[src/ramr_pkg.sv]
// Package for the rational add/multiply/reduce block.
// Types and constants shared by the interfaces, the front and back parts and the top level.
package ramr_pkg;

    localparam int unsigned DATA_W = 32;
    localparam int unsigned QUEUE_DEPTH = 2;

    localparam logic OP_ADD = 1'b0;
    localparam logic OP_MUL = 1'b1;

    typedef struct packed {
        logic              operation;
        logic [DATA_W-1:0] a_num;
        logic [DATA_W-1:0] a_den;
        logic [DATA_W-1:0] b_num;
        logic [DATA_W-1:0] b_den;
    } t_in_item;

    typedef struct packed {
        logic [DATA_W-1:0] res_num;
        logic [DATA_W-1:0] res_den;
        logic              error;
    } t_out_item;

    // Unreduced fraction passed from front to back.
    typedef struct packed {
        logic [DATA_W-1:0] num;
        logic [DATA_W-1:0] den;
    } t_frac;

    typedef enum logic [2:0] {
        ST_IDLE,
        ST_GCD_START,
        ST_GCD_DIV,
        ST_RED_NUM,
        ST_RED_DEN,
        ST_DONE
    } t_back_state;

    typedef enum logic [2:0] {
        FS_IDLE,
        FS_MUL1,
        FS_MUL2,
        FS_SUM,
        FS_PUSH
    } t_front_state;

endpackage

[src/ramr_if.sv]
// Valid/ready channel interfaces for the input and result beats.
// Depends on ramr_pkg.
interface ramr_in_if
    import ramr_pkg::*;
();
    logic     valid;
    logic     ready;
    t_in_item data;
    modport source (output valid, output data, input ready);
    modport sink (input valid, input data, output ready);
endinterface

interface ramr_out_if
    import ramr_pkg::*;
();
    logic      valid;
    logic      ready;
    t_out_item data;
    modport source (output valid, output data, input ready);
    modport sink (input valid, input data, output ready);
endinterface

[src/rational_add_mul_reduce_top.sv]
// Channel  | Dir | Beat contents
// s_in     | in  | operation, a_num, a_den, b_num, b_den
// m_out    | out | res_num, res_den, error
// Front: one shared 32x32 multiplier, used in turn for the products; it takes no new item
// until the previous fraction is pushed. Back: each GCD remainder step is one bit-serial
// divide, followed by two reduction divides. The back part sets the rate.
// Reset is synchronous, active low, and clears control state only. Either side may stall;
// the two-entry queue lets the front accept the next item while the back is busy.
module rational_add_mul_reduce_top
    import ramr_pkg::*;
#(
    parameter int unsigned P_QUEUE_DEPTH = QUEUE_DEPTH
) (
    input  logic       i_clk,
    input  logic       i_rst_n,
    ramr_in_if.sink    s_in,
    ramr_out_if.source m_out
);
    logic  w_fv, w_fr, w_bv, w_br;
    t_frac w_ff, w_bf;

    ramr_front u_front (
        .i_clk   (i_clk),
        .i_rst_n (i_rst_n),
        .i_valid (s_in.valid),
        .o_ready (s_in.ready),
        .i_item  (s_in.data),
        .o_valid (w_fv),
        .i_ready (w_fr),
        .o_frac  (w_ff)
    );

    ramr_queue #(.DEPTH(P_QUEUE_DEPTH)) u_queue (
        .i_clk   (i_clk),
        .i_rst_n (i_rst_n),
        .i_valid (w_fv),
        .o_ready (w_fr),
        .i_data  (w_ff),
        .o_valid (w_bv),
        .i_ready (w_br),
        .o_data  (w_bf)
    );

    ramr_back u_back (
        .i_clk   (i_clk),
        .i_rst_n (i_rst_n),
        .i_valid (w_bv),
        .o_ready (w_br),
        .i_frac  (w_bf),
        .o_valid (m_out.valid),
        .i_ready (m_out.ready),
        .o_item  (m_out.data)
    );
endmodule

[src/ramr_front.sv]
// Front part: takes an input beat, replaces zero-denominator operands by 0/1, forms the
// wrapped numerator and denominator products. Depends on ramr_pkg.
module ramr_front
    import ramr_pkg::*;
(
    input  logic     i_clk,
    input  logic     i_rst_n,
    input  logic     i_valid,
    output logic     o_ready,
    input  t_in_item i_item,
    output logic     o_valid,
    input  logic     i_ready,
    output t_frac    o_frac
);
    t_front_state r_state, n_state;
    t_in_item     r_item, n_item;
    logic [DATA_W-1:0] r_p0, n_p0, r_p1, n_p1, r_den, n_den;
    logic [DATA_W-1:0] w_ma, w_mb;
    logic [2*DATA_W-1:0] w_prod;

    always_comb begin
        n_state = r_state;
        unique case (r_state)
            FS_IDLE: if (i_valid) n_state = FS_MUL1;
            FS_MUL1: n_state = FS_MUL2;
            FS_MUL2: n_state = FS_SUM;
            FS_SUM:  n_state = FS_PUSH;
            FS_PUSH: if (i_ready) n_state = FS_IDLE;
            default: n_state = FS_IDLE;
        endcase
    end

    // one shared multiplier, three uses
    always_comb begin
        w_ma = r_item.a_den;
        w_mb = r_item.b_den;
        unique case (r_state)
            FS_MUL1: begin
                w_ma = r_item.a_num;
                w_mb = (r_item.operation == OP_MUL) ? r_item.b_num : r_item.b_den;
            end
            FS_MUL2: begin
                w_ma = r_item.b_num;
                w_mb = r_item.a_den;
            end
            default: begin
                w_ma = r_item.a_den;
                w_mb = r_item.b_den;
            end
        endcase
        w_prod = w_ma * w_mb;
    end

    always_comb begin
        n_item = r_item;
        n_p0   = r_p0;
        n_p1   = r_p1;
        n_den  = r_den;
        o_ready = (r_state == FS_IDLE);
        o_valid = (r_state == FS_PUSH);
        o_frac.num = r_p0;
        o_frac.den = r_den;
        unique case (r_state)
            FS_IDLE: begin
                n_item = i_item;
                if (i_item.a_den == '0) begin
                    n_item.a_num = '0;
                    n_item.a_den = DATA_W'(1);
                end
                if (i_item.b_den == '0) begin
                    n_item.b_num = '0;
                    n_item.b_den = DATA_W'(1);
                end
            end
            FS_MUL1: n_p0 = w_prod[DATA_W-1:0];
            FS_MUL2: n_p1 = w_prod[DATA_W-1:0];
            FS_SUM: begin
                if (r_item.operation == OP_ADD) n_p0 = r_p0 + r_p1;
                n_den = w_prod[DATA_W-1:0];
            end
            default: ;
        endcase
    end

    always_ff @(posedge i_clk) begin
        if (!i_rst_n) begin
            r_state <= FS_IDLE;
        end else begin
            r_state <= n_state;
        end
        r_item <= n_item;
        r_p0   <= n_p0;
        r_p1   <= n_p1;
        r_den  <= n_den;
    end
endmodule

[src/ramr_queue.sv]
// Short FIFO between front and back parts, flip-flop storage.
// Depends on ramr_pkg.
module ramr_queue
    import ramr_pkg::*;
#(
    parameter int unsigned DEPTH = QUEUE_DEPTH
) (
    input  logic  i_clk,
    input  logic  i_rst_n,
    input  logic  i_valid,
    output logic  o_ready,
    input  t_frac i_data,
    output logic  o_valid,
    input  logic  i_ready,
    output t_frac o_data
);
    localparam int unsigned AW = (DEPTH > 1) ? $clog2(DEPTH) : 1;
    t_frac r_mem [DEPTH];
    logic [AW-1:0] r_wr, r_rd;
    logic [AW:0]   r_cnt;
    logic w_push, w_pop;

    assign o_ready = (r_cnt != (AW+1)'(DEPTH));
    assign o_valid = (r_cnt != '0);
    assign o_data  = r_mem[r_rd];
    assign w_push  = i_valid && o_ready;
    assign w_pop   = o_valid && i_ready;

    always_ff @(posedge i_clk) begin
        if (!i_rst_n) begin
            r_wr  <= '0;
            r_rd  <= '0;
            r_cnt <= '0;
        end else begin
            if (w_push) r_wr <= (r_wr == AW'(DEPTH-1)) ? '0 : r_wr + 1'b1;
            if (w_pop)  r_rd <= (r_rd == AW'(DEPTH-1)) ? '0 : r_rd + 1'b1;
            r_cnt <= r_cnt + (AW+1)'(w_push) - (AW+1)'(w_pop);
        end
        if (w_push) r_mem[r_wr] <= i_data;
    end
endmodule

[src/ramr_divider.sv]
// Iterative signed 32-bit divider, one quotient bit per cycle, truncating (C) semantics.
// Depends on ramr_pkg.
module ramr_divider
    import ramr_pkg::*;
(
    input  logic              i_clk,
    input  logic              i_rst_n,
    input  logic              i_start,
    input  logic [DATA_W-1:0] i_dividend,
    input  logic [DATA_W-1:0] i_divisor,
    output logic              o_done,
    output logic [DATA_W-1:0] o_quot,
    output logic [DATA_W-1:0] o_rem
);
    localparam int unsigned CW = $clog2(DATA_W + 1);
    logic [DATA_W-1:0] r_q, r_d;
    logic [DATA_W:0]   r_r;
    logic [CW-1:0]     r_cnt;
    logic              r_busy, r_done, r_qneg, r_rneg;
    logic [DATA_W:0]   w_sh, w_diff;
    logic [DATA_W-1:0] w_ua, w_ub;

    assign w_ua   = i_dividend[DATA_W-1] ? (~i_dividend + 1'b1) : i_dividend;
    assign w_ub   = i_divisor[DATA_W-1] ? (~i_divisor + 1'b1) : i_divisor;
    assign w_sh   = {r_r[DATA_W-1:0], r_q[DATA_W-1]};
    assign w_diff = w_sh - {1'b0, r_d};
    assign o_done = r_done;
    assign o_quot = r_qneg ? (~r_q + 1'b1) : r_q;
    assign o_rem  = r_rneg ? (~r_r[DATA_W-1:0] + 1'b1) : r_r[DATA_W-1:0];

    always_ff @(posedge i_clk) begin
        if (!i_rst_n) begin
            r_busy <= 1'b0;
            r_done <= 1'b0;
            r_cnt  <= '0;
        end else begin
            r_done <= 1'b0;
            if (i_start) begin
                r_busy <= 1'b1;
                r_cnt  <= CW'(DATA_W);
            end else if (r_busy) begin
                r_cnt <= r_cnt - 1'b1;
                if (r_cnt == CW'(1)) begin
                    r_busy <= 1'b0;
                    r_done <= 1'b1;
                end
            end
        end
        if (i_start) begin
            r_q    <= w_ua;
            r_d    <= w_ub;
            r_r    <= '0;
            r_qneg <= i_dividend[DATA_W-1] ^ i_divisor[DATA_W-1];
            r_rneg <= i_dividend[DATA_W-1];
        end else if (r_busy) begin
            if (!w_diff[DATA_W]) begin
                r_r <= w_diff;
                r_q <= {r_q[DATA_W-2:0], 1'b1};
            end else begin
                r_r <= w_sh;
                r_q <= {r_q[DATA_W-2:0], 1'b0};
            end
        end
    end
endmodule

[src/ramr_back.sv]
// Back part: Euclidean GCD by repeated remainders, then reduction of numerator and denominator;
// a zero or overflowing divisor gives the error beat 0/1. Depends on ramr_pkg and ramr_divider.
module ramr_back
    import ramr_pkg::*;
(
    input  logic      i_clk,
    input  logic      i_rst_n,
    input  logic      i_valid,
    output logic      o_ready,
    input  t_frac     i_frac,
    output logic      o_valid,
    input  logic      i_ready,
    output t_out_item o_item
);
    localparam logic [DATA_W-1:0] MIN_VAL = {1'b1, {(DATA_W-1){1'b0}}};
    localparam logic [DATA_W-1:0] NEG_ONE = '1;

    t_back_state r_state, n_state;
    logic [DATA_W-1:0] r_num, r_den, r_x, r_y;
    logic r_err;
    t_out_item r_out;
    logic w_start, w_done;
    logic [DATA_W-1:0] w_dvd, w_dvs, w_quot, w_rem;
    logic w_bad;

    ramr_divider u_div (
        .i_clk      (i_clk),
        .i_rst_n    (i_rst_n),
        .i_start    (w_start),
        .i_dividend (w_dvd),
        .i_divisor  (w_dvs),
        .o_done     (w_done),
        .o_quot     (w_quot),
        .o_rem      (w_rem)
    );

    assign w_bad = (r_y == '0) || (r_x == MIN_VAL && r_y == NEG_ONE);

    always_comb begin
        n_state = r_state;
        unique case (r_state)
            ST_IDLE:      if (i_valid) n_state = ST_GCD_START;
            ST_GCD_START: n_state = w_bad ? ST_DONE : ST_GCD_DIV;
            ST_GCD_DIV:   if (w_done) n_state = (w_rem == '0) ? ST_RED_NUM : ST_GCD_START;
            ST_RED_NUM:   if (w_done) n_state = ST_RED_DEN;
            ST_RED_DEN:   if (w_done) n_state = ST_DONE;
            ST_DONE:      if (i_ready) n_state = ST_IDLE;
            default:      n_state = ST_IDLE;
        endcase
    end

    always_comb begin
        o_ready = (r_state == ST_IDLE);
        o_valid = (r_state == ST_DONE);
        o_item  = r_out;
        w_start = 1'b0;
        w_dvd   = r_x;
        w_dvs   = r_y;
        unique case (r_state)
            ST_GCD_START: w_start = !w_bad;
            ST_GCD_DIV: if (w_done && w_rem == '0) begin
                w_start = 1'b1;
                w_dvd   = r_num;
                w_dvs   = r_y;
            end
            ST_RED_NUM: if (w_done) begin
                w_start = 1'b1;
                w_dvd   = r_den;
                w_dvs   = r_x;
            end
            default: ;
        endcase
    end

    always_ff @(posedge i_clk) begin
        if (!i_rst_n) begin
            r_state <= ST_IDLE;
        end else begin
            r_state <= n_state;
        end
        unique case (r_state)
            ST_IDLE: if (i_valid) begin
                r_num <= i_frac.num;
                r_den <= i_frac.den;
                r_x   <= i_frac.num;
                r_y   <= i_frac.den;
                r_err <= 1'b0;
            end
            ST_GCD_START: if (w_bad) begin
                r_out.res_num <= '0;
                r_out.res_den <= DATA_W'(1);
                r_out.error   <= 1'b1;
            end
            ST_GCD_DIV: if (w_done) begin
                r_x <= r_y;
                r_y <= w_rem;
            end
            ST_RED_NUM: if (w_done) r_out.res_num <= w_quot;
            ST_RED_DEN: if (w_done) begin
                r_out.res_den <= w_quot;
                r_out.error   <= r_err;
            end
            default: ;
        endcase
    end
endmodule

[src/flat_wrapper.sv]
// flat-port wrapper written by rule: the top's interface ports become plain ports
module rational_add_mul_reduce_top_flat import ramr_pkg::*;
#(
    parameter int unsigned P_QUEUE_DEPTH = QUEUE_DEPTH
)
  (i_clk, i_rst_n, s_in_valid, s_in_data, s_in_ready, m_out_valid, m_out_data, m_out_ready);
  ramr_in_if s_in_i ();
  ramr_out_if m_out_i ();
  input  logic i_clk;
  input  logic i_rst_n;
  input wire logic [$bits(s_in_i.valid)-1:0] s_in_valid;
  input wire logic [$bits(s_in_i.data)-1:0] s_in_data;
  output wire logic [$bits(s_in_i.ready)-1:0] s_in_ready;
  output wire logic [$bits(m_out_i.valid)-1:0] m_out_valid;
  output wire logic [$bits(m_out_i.data)-1:0] m_out_data;
  input wire logic [$bits(m_out_i.ready)-1:0] m_out_ready;
  assign s_in_i.valid = s_in_valid;
  assign s_in_i.data = s_in_data;
  assign s_in_ready = s_in_i.ready;
  assign m_out_valid = m_out_i.valid;
  assign m_out_data = m_out_i.data;
  assign m_out_i.ready = m_out_ready;
  rational_add_mul_reduce_top #(.P_QUEUE_DEPTH(P_QUEUE_DEPTH)) u_core (.i_clk(i_clk), .i_rst_n(i_rst_n), .s_in(s_in_i), .m_out(m_out_i));
endmodule
[config.mk]
export PLATFORM = sky130hd
export DESIGN_NAME = rational_add_mul_reduce_top_flat
export DESIGN_NICKNAME = d
export VERILOG_FILES = /design/src/ramr_pkg.sv /design/src/ramr_if.sv /design/src/rational_add_mul_reduce_top.sv /design/src/ramr_front.sv /design/src/ramr_queue.sv /design/src/ramr_divider.sv /design/src/ramr_back.sv /design/src/flat_wrapper.sv
export SDC_FILE = /design/constraint.sdc
export NUM_CORES = 2
export LEC_CHECK = 0
export ABC_AREA = 1
export ABC_CLOCK_PERIOD_IN_PS = 16000
export BUFFER_PORTS_ARGS = -buffer_cell sky130_fd_sc_hd__buf_2
export CORE_MARGIN = 5
export CORE_UTILIZATION = 40
export DETAILED_ROUTE_END_ITERATION = 10
export PLACE_DENSITY = 0.65
export SLEW_MARGIN = 20
export SYNTH_ARGS = -nofsm -noshare
export SYNTH_HDL_FRONTEND = slang
export SYNTH_SLANG_ARGS = --single-unit
[constraint.sdc]
create_clock -name i_clk -period 16 [get_ports i_clk]
set_input_delay 1.6 -clock i_clk [delete_from_list [all_inputs] [get_ports i_clk]]
set_output_delay 1.6 -clock i_clk [all_outputs]
set_load 0.02 [all_outputs]
### After elaboration in Yosys (flattened, before gate mapping)

Memory sizes are Yosys's and may differ from the RTL's. A register that Yosys moved wholly into a read port is not among the register bits.
Cells that the tools add are included.

* register bits after elaboration: 534
* bits in writable memories: 128
* bits of input ports: 133
* output and inout bits: 67
* logic and storage cells: 154
* memories kept: 1

* add/subtract/negate cells: 11
* multipliers: 1
* equal/unequal tests: 22
* muxes and demuxes: 55
* bitwise operators: 7
* reductions and logical operators: 27

Memories
* u_core.u_queue.r_mem: depth 2, width 64, read ports 1, clocked after memory_dff 1, wr ports 1, RTL line ramr_queue.sv:18 `t_frac r_mem [DEPTH];`

Operators with widths (number)
* $mux 32: 17
* $pmux 32 s2: 7
* $add 32x1->32 const B: 4
* $logic_not 32->1: 4
* $not 32->32: 4
* $pmux 33 s2: 1
* $mux 65: 1
* $eq 32x32->1 const B: 2
* $mux 33: 1
* $sub 33x32->33: 1
* $add 32x32->32: 1
* $mul 32x32->32: 1
* $mux 31: 1
* $mux 3: 8
* $pmux 3 s6: 1
* $pmux 3 s5: 1
* $mux 1: 13
* $eq 3x2->1 const B: 4
* $mux 6: 2
* $reduce_bool 2->1: 6
* $ne 2x1->1 const B: 5
* $ne 2x2->1 const B: 5
* $eq 3x3->1 const B: 3
* $reduce_and 3->1: 3
* other kinds (18): 27

### Depth between registers and ports, before layout

* word-level depth: 11
* depth in mapped cells: 38
* gate-level depth less buffers: 35

### Modules after synthesis

Synthesis repeated with hierarchy kept, for this count alone.

* cells, all modules: 5879
* area total of the unflattened synthesis: 51403.0 µm²

By module, submodules not included
* ramr_front: times used 1, cells an instance 3160, area an instance 27116.0 µm², sequential area each 6816.5 µm²
* ramr_divider: times used 1, cells an instance 1602, area an instance 10058.4 µm², sequential area each 2782.7 µm²
* ramr_back: times used 1, cells an instance 882, area an instance 9072.5 µm², sequential area each 5855.6 µm²
* ramr_queue: times used 1, cells an instance 235, area an instance 5156.2 µm², sequential area each 3943.8 µm²

### Least setup slack after synthesis

OpenSTA, ideal clock, no wires.

* path type: register to register
* from: register u_core.u_front.r_state[0]
* to: register u_core.u_front.r_p0[29], data pin
* library setup time: 0.264 ns
* arrival time: 7.818 ns
* data required time: 15.736 ns
* path slack: 7.918 ns
* cell stages (with the launch flop): 33
* buffers on the path: 3
* period minus slack after synthesis: 8.082 ns
* cell sequence: dfxtp_1 > inv_2 > nand3_2 > inv_2 > buf_4 > buf_2 > a22o_1 > a21oi_1 > clkbuf_1 > nor2_1 > fa_1 > inv_1 > fa_1 > fa_1 > fa_1 > inv_1 > ha_1 > ha_1 > fa_1 > fa_1 > ha_1 > a21oi_1 > a21boi_0 > o21ai_1 > a21boi_0 > o21ai_1 > a21oi_1 > inv_1 > a21oi_1 > o21ai_1 > xor2_1 > nand2_1 > o21ai_1

* cells in the longest elaborated chain, start to end: 4
* elaborated cells between the ends (all ways): 7
* classes of those cells: mul: 1; eq/ne: 3; mux: 3

Ends and longest elaborated chain
* start, declared: RTL line ramr_front.sv:15 `t_front_state r_state, n_state;`
* start signal, assigned: RTL line ramr_front.sv:89 `r_state <= n_state;`
* $eq 3x2->1 or $eq 3x1->1 (tied branches): RTL line ramr_front.sv:37 `unique case (r_state)`
* $pmux 32 s2: RTL line ramr_front.sv:37
* $mul 32x32->32 *: RTL line ramr_front.sv:51 `w_prod = w_ma * w_mb;`
* named net u_core.u_front.w_prod[29]: RTL line ramr_front.sv:19 `logic [2*DATA_W-1:0] w_prod;`
* $pmux 32 s2 *: RTL line ramr_front.sv:63 `unique case (r_state)`
* named net u_core.u_front.n_p0[29]: RTL line ramr_front.sv:17 `logic [DATA_W-1:0] r_p0, n_p0, r_p1, n_p1, r_den, n_den;`
* end signal, assigned: RTL line ramr_front.sv:92 `r_p0 <= n_p0;`
* end, declared: RTL line ramr_front.sv:17

The timed path passes the listed nets; every way through them passes the cells marked *.
A chain may end at the register's enable or synchronous reset.

### Worst setup path after layout

* from: register u_core.u_front.r_state[1]
* to: register u_core.u_front.r_p0[29], data pin

The elaborated chain is that of the path after synthesis.

==> flow_metrics.py <==
metrics = {
    "run_status": {
        "outcome": "completed",
    },
    "timing": {
        "hold_violations": 0,
        "finalCritPeriodShare_pct": 60.2,
        "maxSlewViolCount": 0,
        "max_freq_mhz": 104,
        "worstMarginPinSlew_ns": 1.16,
        "rsz0062_at_grt": "no",
        "setup_violations": 0,
        "clock_skew_ns": 0.0550,
        "final.min_clock_period_ns": 9.64,
        "maxSlewHeadroom_pct": 21.4,
        "tns_ns": 0,
    },
    "global_route": {
        "grt_start_max_net_pins": 90,
        "antenna_found_initial": 1,
        "grt_remaining_overflow": 0,
        "grt_pass1_vias": 37722,
        "grtUsageTotal_pct": 21.5,
        "grt_pass1_wl_um": 220000,
    },
    "setup_path": {
        "critPathKind": "flop to flop",
        "crit_buf_inv": 7,
        "slowest_stage": "buf_4",
        "cp_common_cell": "fa_1",
        "critical_path.startpoint_type": "flop",
        "arrival_ns": 10.00,
        "crit_path_end_kind": "flop",
        "crit_required_ns": 16.36,
        "critical_path.max_stage_delay_ns": 0.68,
        "path_max_fanout": 55,
        "path_delay_family": "adder cells",
    },
    "min_path": {
        "hold_path_class": "flop to flop",
    },
    "cts": {
        "clock_latency_ns": 0.68,
        "clockBufferDepth": 3,
        "numCtsBuffers": 74,
        "root_buffer": "clkbuf_16",
        "cts_tree": "built",
        "cts_hold_buffers": 0,
        "cts_max_level": 3,
        "cts.sinks": 663,
        "ctsResizeCount": 0,
        "post-cts-setup-buffers": 0,
        "path_clk_slew_ns": 0.06,
    },
    "synthesis": {
        "yosysWarningCount": 0,
        "syn-instance-count": 5333,
        "syn-cell-area_um2": 49200,
        "ys_seq_elements": 663,
        "synth_edf_count": 612,
        "synth_ff_type": "edfxtp_1",
        "avgSynthCellArea_um2": 9.22,
        "ys_types": 68,
        "syn_nets": 6071,
        "yosysSeqAreaShare_pct": 39.5,
        "ys_async_sr_fraction_pct": 0,
    },
    "die": {
        "coreArea_um2": 122000,
        "rows": 128,
        "die_area_um2": 130000,
        "pin_count": 200,
        "fp.dieW_um": 361,
        "die_h_um": 361,
        "start_util_pct": 40.3,
    },
    "cells_and_area": {
        "final_common_cell": "nand2_1",
        "final_cells": 7120,
        "areaGrowthSynthToFinish_pct": 10.7,
        "layout_common_cells": "nand2_1, inv_1, nor2_1, edfxtp_1, fa_1",
        "fillCellCount": 11670,
        "final_util_pct": 44.6,
        "n_antenna_cell": 0,
        "regMostFlops": "u_core.u_front.r_item",
        "fin_nets": 6172,
        "drive_gt1_share_pct": 10.2,
        "largest_reg_flops": 129,
    },
    "detailed_routing": {
        "drc": 0,
        "drt-pass1-iter-count": 6,
        "drtIter0Drc": 3554,
        "drt-total-wl_um": 142000,
        "num_vias": 37219,
        "drt-vias-per-instance": 5.23,
        "ant_nets": 0,
        "wl_per_cell_um": 20.0,
    },
    "placement": {
        "port_buffers": 199,
        "gp_routability_congestion": 1.02,
        "hpwl_um": 109000,
        "dp_cells": 6983,
    },
    "run": {
        "drv_cap": 0,
    },
}
## area by class of cell
cell class | count | area [µm²] | area share (%)
timing repair buffer | 265 | 1490 | 2.74
clock buffer | 99 | 2030 | 3.73
sequential | 663 | 19400 | 35.7
tap | 1625 | 2030 | 3.74
multi-input combinational | 3523 | 25500 | 46.9
clock inverter | 38 | 537 | 0.986
inverter | 907 | 3410 | 6.26
## synth_stat cells (4+ instances only)
cell type	n	area share [%]
nand2_4	4	0.092
edfxtp_1	612	37
clkinv_1	9	0.069
nor4_1	43	0.55
nor2_2	8	0.10
nand3_2	5	0.10
or2_2	9	0.11
o211ai_1	41	0.63
clkbuf_1	185	1.4
buf_4	6	0.092
xnor2_1	72	1.3
a21boi_0	6	0.092
ha_1	195	5.0
nand2_1	966	7.4
buf_6	4	0.092
o21ai_1	30	0.31
inv_1	876	6.7
a22o_1	17	0.30
nand3b_1	13	0.20
inv_2	21	0.16
o21bai_1	17	0.26
buf_2	35	0.36
nand3_1	133	1.4
o21ai_0	253	2.6
nor2_1	682	5.2
nor3_1	30	0.31
fa_1	410	17
mux2_2	64	1.5
a21oi_1	167	1.7
dfxtp_1	51	2.1
buf_1	10	0.076
a221oi_1	23	0.41
nand4_1	65	0.83
o31ai_1	15	0.23
nor2_4	10	0.23
a211oi_1	5	0.076
a31oi_1	35	0.45
o21a_1	5	0.076
xor2_1	142	2.5
nand2_2	9	0.11
a21oi_2	8	0.14
## cells by family (layout without fill, tap and decap cells)
logic type / Yosys count / in the layout / share of synthesized area, %
AOI/OAI and AO/OA: 643 / 643 / 7.61
xor gates and xnor gates: 214 / 214 / 3.81
adders and majority gates: 605 / 605 / 21.7
buffers and inverters: 1147 / 1309 / 8.96
DFF: 663 / 663 / 39.5
muxes: 64 / 64 / 1.47
and+or+nand+nor: 1997 / 1997 / 17.0
## path summary, 6_finish.rpt
path | cells past startpoint | slack [ns] | from | end
worst max-delay path | 33 | 6.36 | u_core.u_front.r_state[1] | u_core.u_front.r_p0[29]
worst min-delay path | 0 | 0.42 | u_core.u_front.r_den[9] | u_core.u_queue.r_mem[1][9]
worst max register to register | 33 | 6.36 | u_core.u_front.r_state[1] | u_core.u_front.r_p0[29]
worst min register to register | 0 | 0.42 | u_core.u_front.r_den[9] | u_core.u_queue.r_mem[1][9]
## through the flow
stage          hold WS [ns]  setup slack (ns)  area, µm²
4_1_cts               0.421              6.47      54400
3_5_place_dp          0.435              6.52      51800
2_1_floorplan         0.421              7.92      49200
3_3_place_gp          0.422              6.66      51800
5_1_grt               0.430              5.92      54400
6_report              0.415              6.36      54400
## metal layers
layer  vias up  part of all wire [%]  track usage (%)
li1      17337                     -                -
met1     17969                    40             27.4
met2      1562                    47             35.7
met3       349                   7.1             3.77
met4         2                   5.8             10.5
met5         -                0.0091                0
Power is left out: the tool's default activity adds up to more than one toggle a clock period on the data nets, which glitch-free logic cannot reach.
